## config.mk

```make
export PLATFORM = sky130hd
export DESIGN_NAME = boolean_relation_composition
export DESIGN_NICKNAME = d
export VERILOG_FILES = /design/src/design/brc_pkg.sv /design/src/design/brc_ram.sv /design/src/design/brc_accum.sv /design/src/design/brc_seq.sv /design/src/design/boolean_relation_composition.sv
export VERILOG_INCLUDE_DIRS = /design/src /design/src/design
export SDC_FILE = /design/constraint.sdc
export NUM_CORES = 2
export LEC_CHECK = 0
export ABC_AREA = 1
export ABC_CLOCK_PERIOD_IN_PS = 8070
export BUFFER_PORTS_ARGS = -buffer_cell sky130_fd_sc_hd__buf_2
export CAP_MARGIN = 20
export CORE_MARGIN = 3
export CORE_UTILIZATION = 55
export DETAILED_ROUTE_END_ITERATION = 8
export PLACE_DENSITY_LB_ADDON = 0.3
export SETUP_SLACK_MARGIN = 0.5
export SLEW_MARGIN = 20
export SYNTH_ARGS = -nofsm -noshare
export SYNTH_HDL_FRONTEND = slang
export SYNTH_SLANG_ARGS = --single-unit
```

## constraint.sdc

```tcl
create_clock -name clk_i -period 8.07 [get_ports clk_i]
set_input_delay 0 -clock clk_i [delete_from_list [all_inputs] [get_ports clk_i]]
set_output_delay 0 -clock clk_i [all_outputs]
set_load 0.02 [all_outputs]
```

## src/design/boolean_relation_composition_defines.svh

```systemverilog
// assertion macros for the relation composition block
`ifndef BOOLEAN_RELATION_COMPOSITION_DEFINES_SVH
`define BOOLEAN_RELATION_COMPOSITION_DEFINES_SVH

// property must hold at every edge out of reset
`define BRC_ASSERT(lbl, prop, msg) \
  lbl: assert property (@(posedge clk_i) disable iff (!rst_ni) (prop)) else $error(msg);

// consequent must hold in the cycle after the antecedent
`define BRC_ASSERT_NEXT(lbl, ante, cons, msg) \
  lbl: assert property (@(posedge clk_i) disable iff (!rst_ni) (ante) |=> (cons)) \
    else $error(msg);

`endif

```

## src/design/brc_pkg.sv

```systemverilog
// shared types and constants for the relation composition block
`default_nettype none

package brc_pkg;

  localparam int ROW_W   = 32;
  localparam int INDEX_W = 5;
  localparam int CFG_W   = 6;

  localparam logic [CFG_W-1:0] CFG_SIZE_RESET = 6'd32;

  typedef enum logic [2:0] {
    ST_LOAD,
    ST_FETCH,
    ST_PRIME,
    ST_ACC,
    ST_EMIT
  } seq_state_e;

  typedef struct packed {
    logic load_a;
    logic acc;
  } accum_ctrl_t;

endpackage

`default_nettype wire

```

## src/design/brc_ram.sv

```systemverilog
// generic simple dual-port ram with registered read
`default_nettype none

module brc_ram #(
  parameter int WIDTH = 32,
  parameter int DEPTH = 32
) (
  input  wire logic                     clk_i,
  input  wire logic                     we_i,
  input  wire logic [$clog2(DEPTH)-1:0] waddr_i,
  input  wire logic [WIDTH-1:0]         wdata_i,
  input  wire logic [$clog2(DEPTH)-1:0] raddr_i,
  output logic      [WIDTH-1:0]         rdata_o
);

  logic [WIDTH-1:0] mem_q [DEPTH];

  always_ff @(posedge clk_i) begin
    if (we_i) begin
      mem_q[waddr_i] <= wdata_i;
    end
    rdata_o <= mem_q[raddr_i];
  end

endmodule

`default_nettype wire

```

## src/design/brc_accum.sv

```systemverilog
// shared and-or accumulator: one b row per cycle while accumulating, or-ed into the result row if its a bit is set
`default_nettype none

module brc_accum #(
  parameter int SIZE_LIMIT = 32
) (
  input  wire logic                          clk_i,
  input  wire brc_pkg::accum_ctrl_t          ctrl_i,
  input  wire logic [brc_pkg::ROW_W-1:0]     a_row_i,
  input  wire logic [brc_pkg::ROW_W-1:0]     b_row_i,
  input  wire logic [brc_pkg::ROW_W-1:0]     mask_i,
  input  wire logic [$clog2(SIZE_LIMIT)-1:0] k_i,
  output logic      [brc_pkg::ROW_W-1:0]     c_row_o
);

  logic [SIZE_LIMIT-1:0]     a_q;
  logic [brc_pkg::ROW_W-1:0] c_q;

  always_ff @(posedge clk_i) begin
    if (ctrl_i.load_a) begin
      a_q <= a_row_i[SIZE_LIMIT-1:0] & mask_i[SIZE_LIMIT-1:0];
      c_q <= '0;
    end else if (ctrl_i.acc && a_q[k_i]) begin
      c_q <= c_q | b_row_i;
    end
  end

  assign c_row_o = c_q & mask_i;

endmodule

`default_nettype wire

```

## src/design/brc_seq.sv

```systemverilog
// sequencer: row loading, then per result row a fetch, a prime, an n-step accumulate and an emit
`default_nettype none

module brc_seq #(
  parameter int SIZE_LIMIT = 32,
  localparam int AddrW  = $clog2(SIZE_LIMIT),
  localparam int CountW = $clog2(SIZE_LIMIT + 1),
  localparam int PosW   = $clog2(2 * SIZE_LIMIT)
) (
  input  wire logic                 clk_i,
  input  wire logic                 rst_ni,
  input  wire logic [CountW-1:0]    n_i,
  input  wire logic                 in_valid_i,
  output logic                      in_stall_o,
  output logic                      out_valid_o,
  input  wire logic                 out_stall_i,
  output logic                      a_we_o,
  output logic [AddrW-1:0]          a_waddr_o,
  output logic [AddrW-1:0]          a_raddr_o,
  output logic                      b_we_o,
  output logic [AddrW-1:0]          b_waddr_o,
  output logic [AddrW-1:0]          b_raddr_o,
  output brc_pkg::accum_ctrl_t      ctrl_o,
  output logic [AddrW-1:0]          k_o,
  output logic [AddrW-1:0]          row_o,
  output logic                      last_o
);

  brc_pkg::seq_state_e state_q, state_d;
  logic [PosW-1:0]  rows_q, rows_d;
  logic [AddrW-1:0] i_q, i_d;
  logic [AddrW-1:0] k_q, k_d;

  logic [PosW-1:0]   n_ext;
  logic [PosW-1:0]   last_pos;
  logic [PosW-1:0]   pos;
  logic [PosW-1:0]   b_off;
  logic [CountW-1:0] n_m1;
  logic              is_a;
  logic              load_acc;
  logic              batch_done;
  logic              row_last;
  logic              k_last;

  assign n_ext      = PosW'(n_i);
  assign last_pos   = (n_ext << 1) - PosW'(1);
  assign pos        = (rows_q > last_pos) ? last_pos : rows_q;
  assign b_off      = pos - n_ext;
  assign is_a       = pos < n_ext;
  assign n_m1       = n_i - CountW'(1);
  assign load_acc   = (state_q == brc_pkg::ST_LOAD) && in_valid_i;
  assign batch_done = load_acc && !is_a && (pos == last_pos);
  assign row_last   = (i_q == n_m1[AddrW-1:0]);
  assign k_last     = (k_q == n_m1[AddrW-1:0]);

  // next state
  always_comb begin
    state_d = state_q;
    case (state_q)
      brc_pkg::ST_LOAD: begin
        if (batch_done) begin
          state_d = brc_pkg::ST_FETCH;
        end
      end
      brc_pkg::ST_FETCH: state_d = brc_pkg::ST_PRIME;
      brc_pkg::ST_PRIME: state_d = brc_pkg::ST_ACC;
      brc_pkg::ST_ACC: begin
        if (k_last) begin
          state_d = brc_pkg::ST_EMIT;
        end
      end
      brc_pkg::ST_EMIT: begin
        if (!out_stall_i) begin
          state_d = row_last ? brc_pkg::ST_LOAD : brc_pkg::ST_FETCH;
        end
      end
      default: state_d = brc_pkg::ST_LOAD;
    endcase
  end

  // counters
  always_comb begin
    rows_d = rows_q;
    i_d    = i_q;
    k_d    = k_q;
    if (load_acc) begin
      rows_d = batch_done ? '0 : pos + PosW'(1);
    end
    if (batch_done) begin
      i_d = '0;
    end else if ((state_q == brc_pkg::ST_EMIT) && !out_stall_i) begin
      i_d = i_q + AddrW'(1);
    end
    if (state_q == brc_pkg::ST_PRIME) begin
      k_d = '0;
    end else if (state_q == brc_pkg::ST_ACC) begin
      k_d = k_q + AddrW'(1);
    end
  end

  // outputs
  always_comb begin
    in_stall_o    = (state_q != brc_pkg::ST_LOAD);
    out_valid_o   = (state_q == brc_pkg::ST_EMIT);
    a_we_o        = load_acc && is_a;
    b_we_o        = load_acc && !is_a;
    ctrl_o.load_a = (state_q == brc_pkg::ST_PRIME);
    ctrl_o.acc    = (state_q == brc_pkg::ST_ACC);
    b_raddr_o     = (state_q == brc_pkg::ST_ACC) ? k_q + AddrW'(1) : '0;
  end

  assign a_waddr_o = pos[AddrW-1:0];
  assign b_waddr_o = b_off[AddrW-1:0];
  assign a_raddr_o = i_q;
  assign k_o       = k_q;
  assign row_o     = i_q;
  assign last_o    = row_last;

  always_ff @(posedge clk_i or negedge rst_ni) begin
    if (!rst_ni) begin
      state_q <= brc_pkg::ST_LOAD;
      rows_q  <= '0;
      i_q     <= '0;
      k_q     <= '0;
    end else begin
      state_q <= state_d;
      rows_q  <= rows_d;
      i_q     <= i_d;
      k_q     <= k_d;
    end
  end

endmodule

`default_nettype wire

```

## src/design/boolean_relation_composition.sv

```systemverilog
// top level of the boolean relation composition block
//
// Rows arrive one item per cycle while the input is not stalled: n rows of
// A, then n rows of B. The item carrying the last row of B starts the
// product, and the input stays stalled until all n result rows have been
// taken. Each result row i is built in steps: row i of A is read from its
// ram and loaded into the accumulator, then in n steps the single and-or
// accumulator takes one row of B per cycle from the B ram read port, folding
// it in where row i of A has the matching bit set, and the row is held on
// the output until it is taken. The matrix size register takes effect on
// the next item; 0 acts as 1, values above min(MAX_ELEMENTS, 32) saturate
// to that limit.
`default_nettype none

`include "boolean_relation_composition_defines.svh"

module boolean_relation_composition #(
  parameter int MAX_ELEMENTS = 32
) (
  input  wire logic                          clk_i,
  input  wire logic                          rst_ni,
  input  wire logic                          cfg_we_i,
  input  wire logic [brc_pkg::CFG_W-1:0]     cfg_wdata_i,
  input  wire logic                          in_valid_i,
  output logic                               in_stall_o,
  input  wire logic [brc_pkg::ROW_W-1:0]     row_bits_i,
  output logic                               out_valid_o,
  input  wire logic                          out_stall_i,
  output logic      [brc_pkg::INDEX_W-1:0]   row_index_o,
  output logic      [brc_pkg::ROW_W-1:0]     result_row_o,
  output logic                               last_row_o
);

  localparam int SizeLimit = (MAX_ELEMENTS < brc_pkg::ROW_W) ? MAX_ELEMENTS : brc_pkg::ROW_W;
  localparam int AddrW     = $clog2(SizeLimit);
  localparam int CountW    = $clog2(SizeLimit + 1);

  logic [brc_pkg::CFG_W-1:0] matrix_size_q;
  logic [CountW-1:0]         n_eff;
  logic [brc_pkg::ROW_W-1:0] col_mask;
  logic [brc_pkg::ROW_W-1:0] wdata;

  logic                 a_we, b_we;
  logic [AddrW-1:0]     a_waddr, a_raddr, b_waddr, b_raddr;
  logic [brc_pkg::ROW_W-1:0] a_rdata, b_rdata;
  brc_pkg::accum_ctrl_t acc_ctrl;
  logic [AddrW-1:0]     k_idx;
  logic [AddrW-1:0]     row_idx;

  always_ff @(posedge clk_i or negedge rst_ni) begin
    if (!rst_ni) begin
      matrix_size_q <= brc_pkg::CFG_SIZE_RESET;
    end else if (cfg_we_i) begin
      matrix_size_q <= cfg_wdata_i;
    end
  end

  // zero acts as one, saturate at the size limit
  always_comb begin
    if (matrix_size_q == '0) begin
      n_eff = CountW'(1);
    end else if (matrix_size_q > brc_pkg::CFG_W'(SizeLimit)) begin
      n_eff = CountW'(SizeLimit);
    end else begin
      n_eff = CountW'(matrix_size_q);
    end
  end

  assign col_mask = ~({brc_pkg::ROW_W{1'b1}} << n_eff);
  assign wdata    = row_bits_i & col_mask;

  brc_seq #(
    .SIZE_LIMIT (SizeLimit)
  ) u_seq (
    .clk_i       (clk_i),
    .rst_ni      (rst_ni),
    .n_i         (n_eff),
    .in_valid_i  (in_valid_i),
    .in_stall_o  (in_stall_o),
    .out_valid_o (out_valid_o),
    .out_stall_i (out_stall_i),
    .a_we_o      (a_we),
    .a_waddr_o   (a_waddr),
    .a_raddr_o   (a_raddr),
    .b_we_o      (b_we),
    .b_waddr_o   (b_waddr),
    .b_raddr_o   (b_raddr),
    .ctrl_o      (acc_ctrl),
    .k_o         (k_idx),
    .row_o       (row_idx),
    .last_o      (last_row_o)
  );

  brc_ram #(
    .WIDTH (brc_pkg::ROW_W),
    .DEPTH (SizeLimit)
  ) u_a_ram (
    .clk_i   (clk_i),
    .we_i    (a_we),
    .waddr_i (a_waddr),
    .wdata_i (wdata),
    .raddr_i (a_raddr),
    .rdata_o (a_rdata)
  );

  brc_ram #(
    .WIDTH (brc_pkg::ROW_W),
    .DEPTH (SizeLimit)
  ) u_b_ram (
    .clk_i   (clk_i),
    .we_i    (b_we),
    .waddr_i (b_waddr),
    .wdata_i (wdata),
    .raddr_i (b_raddr),
    .rdata_o (b_rdata)
  );

  brc_accum #(
    .SIZE_LIMIT (SizeLimit)
  ) u_accum (
    .clk_i   (clk_i),
    .ctrl_i  (acc_ctrl),
    .a_row_i (a_rdata),
    .b_row_i (b_rdata),
    .mask_i  (col_mask),
    .k_i     (k_idx),
    .c_row_o (result_row_o)
  );

  assign row_index_o = brc_pkg::INDEX_W'(row_idx);

  `BRC_ASSERT(a_no_load_while_emit, !out_valid_o || in_stall_o, "item taken while a result waits")
  `BRC_ASSERT(a_result_masked, !out_valid_o || ((result_row_o & ~col_mask) == '0), "result bit beyond size")
  `BRC_ASSERT_NEXT(a_busy_after_mid_row, out_valid_o && !out_stall_i && !last_row_o, in_stall_o && !out_valid_o, "sequencer left compute early")
  `BRC_ASSERT_NEXT(a_load_after_last_row, out_valid_o && !out_stall_i && last_row_o, !in_stall_o && !out_valid_o, "no return to loading")

endmodule

`default_nettype wire

```

[Yosys cells after proc, flatten, opt, wreduce, memory -nomap -nowiden]
Memory sizes are Yosys's and may differ from the RTL's. A register that Yosys moved wholly into a read port is not among the register bits.
Index checks and enable logic that the tools add are counted.
Storage, ports and cells
  flip-flop bits (word level): 89
  RAM bits: 2048
  memories: 2
Cells by class
  add/sub/neg operators: 6
  order comparisons: 4
  equal/unequal tests: 10
  shift-type cells: 1
  muxes and demuxes: 20
  bitwise gates (word level): 5
  reductions and logical operators: 14
Memories
  u_a_ram.mem_q: words 32, bits a word 32, rd ports 1, clocked after Yosys merged registers in 1, wr ports 1, RTL line brc_ram.sv:16  | logic [WIDTH-1:0] mem_q [DEPTH];
  u_b_ram.mem_q: words 32, bits a word 32, rd ports 1, clocked after Yosys merged registers in 1, wr ports 1, RTL line brc_ram.sv:16
Operators with widths (count)
  32-bit AND: 3
  32-bit inverter: 1
  32-bit OR: 1
  32-bit by 6-bit << shifter with 32-bit output (first input constant): 1
  5-bit two-way mux: 5
  6-bit two-way mux: 4
  3-bit case mux with 5 select lines: 1
  5-bit by 1-bit adder with 5-bit output (second input constant): 2
  5-bit equality test: 2
  3-bit two-way mux: 3
  6-bit by 1-bit adder with 6-bit output (second input constant): 1
  3-bit by 2-bit equality test with 1-bit output (second input constant): 2
  6-bit equality test: 1
  6-bit greater-than comparator: 1
  6-bit greater-than comparator (second input constant): 1
  1-bit logical AND: 6
  6-bit zero test: 1
  5-bit by 6-bit < comparator with 1-bit output (second input constant): 1
  6-bit < comparator: 1
  1-bit two-way mux: 6
  6-bit by 1-bit subtractor with 6-bit output (second input constant): 1
  1-bit binary-select mux with 5-bit select: 1
  5-bit by 1-bit subtractor with 5-bit output (second input constant): 1
  5-bit subtractor: 1
  other kinds (9): 12

[Depth between registers and ports, before layout]
  depth in word-level cells: 12
  depth in mapped cells: 34

[Modules after synthesis]
From an unflattened synthesis, not the netlist that was laid out.
Second synthesis, totals
  cells, all modules: 7858
  area total of the unflattened synthesis: 90760.8 um^2
Modules (own cells, without submodules)
  brc_ram: instances 2, cells an instance 3536, area each 42405.7 um^2, sequential area each 31390.1 um^2
  brc_accum: instances 1, cells an instance 374, area each 3069.2 um^2, sequential area each 1601.5 um^2
  brc_seq: instances 1, cells an instance 255, area each 1944.4 um^2, sequential area each 475.5 um^2
  boolean_relation_composition: instances 1, cells an instance 157, area each 935.9 um^2, sequential area each 151.4 um^2

[Worst setup path before layout]
OpenSTA, ideal clock, no wires.
  path type: reg2reg
  start: reg matrix_size_q[2] (netlist bit)
  end: mem u_b_ram.mem_q[20][0] (enable)
  setup time: 0.421 ns
  arrival: 5.556 ns
  path slack: 2.093 ns
  stages on the path, launching flop included: 27
  buffers on the path: 1
  clock period less this slack: 5.977 ns
  path through: dfrtp_1 -> nor2_1 -> nand4_1 -> nand2_1 -> inv_1 -> nor2_1 -> inv_1 -> ha_1 -> inv_1 -> ha_1 -> ha_1 -> nand2_1 -> nor2_2 -> nand2_1 -> nand3_1 -> nand2_2 -> buf_6 -> o21ai_1 -> inv_1 -> fa_1 -> inv_1 -> nand4_1 -> o211ai_1 -> inv_1 -> nor2_1 -> nand3_1 -> nor2_1
On the way
  word-level cells in the longest chain between the ends: 11
  elaborated cells between the ends (all ways): 13
  classes of those cells: add/sub (2); order compare (3); mux (5); reduce/logical (3)
Ends and longest elaborated chain
  from (decl): RTL line boolean_relation_composition.sv:38  | logic [brc_pkg::CFG_W-1:0] matrix_size_q;
  from (signal assigned): RTL line boolean_relation_composition.sv:52  | matrix_size_q <= brc_pkg::CFG_SIZE_RESET;
  from (signal assigned): RTL line boolean_relation_composition.sv:54  | matrix_size_q <= cfg_wdata_i;
  6-bit greater-than comparator: RTL line boolean_relation_composition.sv:62  | end else if (matrix_size_q > brc_pkg::CFG_W'(SizeLimit)) begin
  6-bit two-way mux: RTL line boolean_relation_composition.sv:62
  6-bit two-way mux (*): RTL line boolean_relation_composition.sv:60  | if (matrix_size_q == '0) begin
  6-bit by 1-bit subtractor with 6-bit output: RTL line brc_seq.sv:46  | assign last_pos = (n_ext << 1) - PosW'(1);
  6-bit greater-than comparator: RTL line brc_seq.sv:47  | assign pos = (rows_q > last_pos) ? last_pos : rows_q;
  6-bit two-way mux: RTL line brc_seq.sv:47
  6-bit < comparator: RTL line brc_seq.sv:49  | assign is_a = pos < n_ext;
  1-bit zero test: RTL line brc_seq.sv:106  | b_we_o = load_acc && !is_a;
  1-bit logical AND: RTL line brc_seq.sv:106
  1-bit two-way mux: RTL line brc_ram.sv:19  | if (we_i) begin
  1-bit two-way mux (implied by the code): RTL line brc_ram.sv:20  | mem_q[waddr_i] <= wdata_i;
  to (decl): RTL line brc_ram.sv:16
Every way passes the cells marked *; elsewhere a longest branch is shown, timed or not.

[Worst setup path in the final report]
  start: reg matrix_size_q[2] (netlist bit)
  end: mem u_a_ram.mem_q[14][2] (enable)
On the way
  word-level cells in the longest chain between the ends: 10
  elaborated cells between the ends (all ways): 11
  classes of those cells: add/sub (1); order compare (3); mux (5); reduce/logical (2)
Ends and longest elaborated chain
  6-bit greater-than comparator: RTL line boolean_relation_composition.sv:62
  6-bit two-way mux: RTL line boolean_relation_composition.sv:62
  6-bit two-way mux (*): RTL line boolean_relation_composition.sv:60
  6-bit by 1-bit subtractor with 6-bit output: RTL line brc_seq.sv:46
  6-bit greater-than comparator: RTL line brc_seq.sv:47
  6-bit two-way mux: RTL line brc_seq.sv:47
  6-bit < comparator: RTL line brc_seq.sv:49
  1-bit logical AND: RTL line brc_seq.sv:105  | a_we_o = load_acc && is_a;
  1-bit two-way mux: RTL line brc_ram.sv:19
  1-bit two-way mux (implied by the code): RTL line brc_ram.sv:20
  to (decl): RTL line brc_ram.sv:16
Marked as above.

==> results.sh <==
export IMPL_clock_path_buffers=3
export IMPL_cpPeakStageDelay_ns=0.73
export IMPL_grt_pass1_vias=52100
export IMPL_p_total_mw=32.7
export IMPL_wl_per_cell_um=28.1
export IMPL_ctsResizeCount=0
export IMPL_row_count=145
export IMPL_crit_buf_inv=4
export IMPL_synth_flop_cell="edfxtp_1"
export IMPL_slew_viol_final=0
export IMPL_synth_seq_cells=2201
export IMPL_antenna_left=0
export IMPL_finalSetupTns_ns=0
export IMPL_grt_pass1_wl_um=356000
export IMPL_p_int_mw=21.0
export IMPL_grt_usage=0.298
export IMPL_clock_root_buffer="clkbuf_16"
export IMPL_core_area_mm2=0.157
export IMPL_relSlewSlack=0.212
export IMPL_yosys_warnings=0
export IMPL_drt_pass1_iterations=8
export IMPL_ys_top_cells_by_area="edfxtp_1 71%, o211ai_1 4.0%, o21ai_0 3.6%"
export IMPL_endpoint_kind="flip-flop"
export IMPL_ys_seq_area_frac=0.742
export IMPL_clock_sinks=2201
export IMPL_cts_htree_levels=4
export IMPL_io_buffers=82
export IMPL_clock_fmax_mhz=146
export IMPL_die_w_um=405
export IMPL_async_reset_ff_frac=0.0114
export IMPL_initial_core_util=0.557
export IMPL_yosysTopAreaCellShare=0.713
export IMPL_die_h_um=405
export IMPL_peakVddDrop_uv=318
export IMPL_startpoint_type="flip-flop"
export IMPL_highest_layer="met5"
export IMPL_slowest_stage="nor2_4"
export IMPL_clock_latency_ns=0.86
export IMPL_utilization=0.620
export IMPL_p_sw_frac=0.357
export IMPL_status="finished, final reports clean"
export IMPL_numCtsBuffers=208
export IMPL_place_congestion=0.941
export IMPL_p_seq_frac=0.412
export IMPL_crit_arrival_ns=7.33
export IMPL_setup_viol=0
export IMPL_syn_instance_count=6573
export IMPL_rrSetupSlack_ns=1.24
export IMPL_met3_length_um=29100
export IMPL_cp_top_family="simple AND/OR/NAND/NOR gates"
export IMPL_rsz0062_at_grt="no"
export IMPL_cts_tree="built"
export IMPL_netlist_area_mm2=0.0876
export IMPL_finalHoldViolCount=0
export IMPL_timing_setup_critical_path_class="flip-flop to flip-flop"
export IMPL_synth_most_common_cell="edfxtp_1"
export IMPL_max_cap_violations=0
export IMPL_cpMostUsedCell="nand2_1"
export IMPL_antenna_found_initial=11
export IMPL_drt_iter0_markers=8676
export IMPL_die_area_mm2=0.164
export IMPL_synth_distinct_cells=44
export IMPL_grt_max_degree=258
export IMPL_synthTopCellsByCount="2080 x edfxtp_1, 827 x nor2_1, 628 x o21ai_0"
export IMPL_worstPathMaxFanout=19
export IMPL_overflow=0
export IMPL_avgViaCountPerCell=6.37
export IMPL_power_density_mw_per_mm2=335
export IMPL_wl_met2_um=110000
export IMPL_hp_class="input pin to flip-flop"
export IMPL_drive_gt1_frac=0.152
export IMPL_finalCriticalPeriod_ns=6.83
export IMPL_final_period_utilization=0.846
export IMPL_post_dp_hpwl_um=141000
export IMPL_crit_required_ns=8.57
export IMPL_comb_power_share=0.292
export IMPL_syn_nets=6638
export IMPL_drc=0
export IMPL_num_vias=56100
export IMPL_fin_nets=6635
export IMPL_clock_skew_ns=0.0677
export IMPL_io_pins=83
export IMPL_synth_edf_count=2080
export IMPL_worst_pin_slew_ns=1.18
export IMPL_area_growth_pct=11.4
export IMPL_yosys_area_top_type="edfxtp_1"
export IMPL_wl_met1_um=97700
export IMPL_power_net_switching_mw=11.7
export IMPL_clockPowerShare=0.296
export IMPL_clkTransAtPathRegs_ns=0.07
export IMPL_routed_wl_um=248000
export IMPL_syn_avg_cell_area_um2=13.3
export IMPL_p_leak_nw=31.4
-- path summary, 6_finish.rpt --
path,start,end,cells after the start
worst min-delay path,row_bits_i[2],u_b_ram.mem_q[5][2],3
worst max-delay path,matrix_size_q[2],u_a_ram.mem_q[14][2],25
min in group asynchronous,rst_ni,matrix_size_q[5],3
worst min register to register,u_accum.c_q[2],u_accum.c_q[2],2
worst max register to register,matrix_size_q[2],u_a_ram.mem_q[14][2],25
max in group asynchronous,rst_ni,u_seq.a_raddr_o[2],4
-- worst reg2reg max path, stage by stage, from the launching register on --
cell and delay [ns]:
dfrtp_1 0.45, nor2_1 0.30, nand4_1 0.16, nand2_1 0.11, inv_1 0.06, nor2_1 0.32, inv_1 0.14, ha_1 0.25
nand2_1 0.08, nand2_1 0.05, nand2_1 0.24, inv_1 0.10, ha_1 0.31, nand2_1 0.09, nor2_2 0.13, nand2_1 0.07
nand3_1 0.08, nand2_2 0.21, o21ai_1 0.59, ha_1 0.39, a21oi_1 0.19, o211ai_1 0.18, nor2_1 0.25, nand2_1 0.60
nor2_4 0.74, buf_4 0.37
-- area by class of cell --
type                       count  area [um^2]
multi-input combinational   3684        20500
sequential                  2201        65000
tap                         2058         2570
antenna                        2         5.00
clock buffer                 261         5490
clock inverter               120         1270
fill                       11500        59700
inverter                     242          953
timing repair buffer         233         1760
-- power by group through the flow --
| stage | clock network (mW) | logic [mW] | registers (mW) |
|---|---|---|---|
| finish | 9.67 | 9.56 | 13.5 |
| global route | 10.2 | 10.2 | 13.5 |
| CTS | 9.73 | 9.35 | 13.5 |
| detailed placement | 0 | 9.29 | 13.7 |
| global placement | 0 | 9.14 | 13.7 |
| floorplan | 0 | 5.91 | 13.5 |
-- timing repair --
action | in CTS | in global routing
hold buffers | 25 | 0
buffers inserted | 0 | 0
setup endpoints to repair | 0 | 0
endpoints found under the hold margin | 204 | 0
-- stage by stage --
stage | setup slack, ns | area (um^2) | hold slack [ns] | cells
2_1_floorplan | 2.09 | 87600 | -0.296 | 6573
3_3_place_gp | 1.23 | 90500 | 0.0636 | 8391
3_5_place_dp | 1.41 | 90500 | 0.0802 | 8391
4_1_cts | 1.36 | 97500 | 0.00261 | 8797
5_1_grt | 0.767 | 97600 | 0.0448 | 8799
6_report | 1.24 | 97600 | 0.0513 | 8801
-- logic make-up (layout without fill, tap and decap cells) --
| kind of cell | Yosys count | in the layout | share of synthesized area |
|---|---|---|---|
| other cells | 0 | 2 | 0 |
| fa+ha+maj | 22 | 22 | 0.00323 |
| xor+xnor | 17 | 17 | 0.00170 |
| buf+inv | 688 | 856 | 0.0319 |
| mux | 4 | 4 | 0.000457 |
| compound gates | 1528 | 1528 | 0.109 |
| flops | 2201 | 2201 | 0.742 |
| simple gates | 2113 | 2113 | 0.111 |
-- layout by cell type, fill, tap and decap left out, types with 6 or more instances in the layout --
cell,Yosys,final
a21oi_1,83,83
buf_12,0,11
buf_2,98,82
buf_4,16,115
bufinv_16,0,17
clkbuf_1,291,47
clkbuf_16,0,210
clkinv_1,1,43
clkinv_16,0,7
clkinv_2,0,39
clkinvlp_4,0,9
dfrtp_1,24,21
dfxtp_1,96,96
dlygate4sd3_1,0,24
edfxtp_1,2080,2080
ha_1,21,21
inv_1,233,224
inv_2,7,7
nand2_1,351,349
nand3_1,435,435
nand4_1,36,36
nor2_1,827,735
nor2_4,4,97
o211ai_1,470,470
o21ai_0,628,628
o21ai_1,22,22
o221ai_1,101,101
o22ai_1,188,188
o311ai_1,29,29
or2_0,8,8
or2_1,42,42
or2_2,395,395
xnor2_1,6,6
xor2_1,11,11
-- sequential cells by signal, summed over array words and instances, names as in the netlist --
name / cells
u_a_ram.mem_q: 1024
u_b_ram.mem_q: 1024
u_a_ram.rdata_o: 32
u_accum.a_q: 32
u_accum.c_q: 32
u_b_ram.rdata_o: 32
matrix_size_q: 6
u_seq.rows_q: 6
u_seq.a_raddr_o: 5
u_seq.k_o: 5
u_seq.state_q: 3
-- routing by layer --
layer,track usage,vias to the layer above
li1,-,24400
met1,0.437,27700
met2,0.437,3481
met3,0.0642,479
met4,0.122,2
met5,0,-
Note: power is estimated with default switching activity, not from simulation.
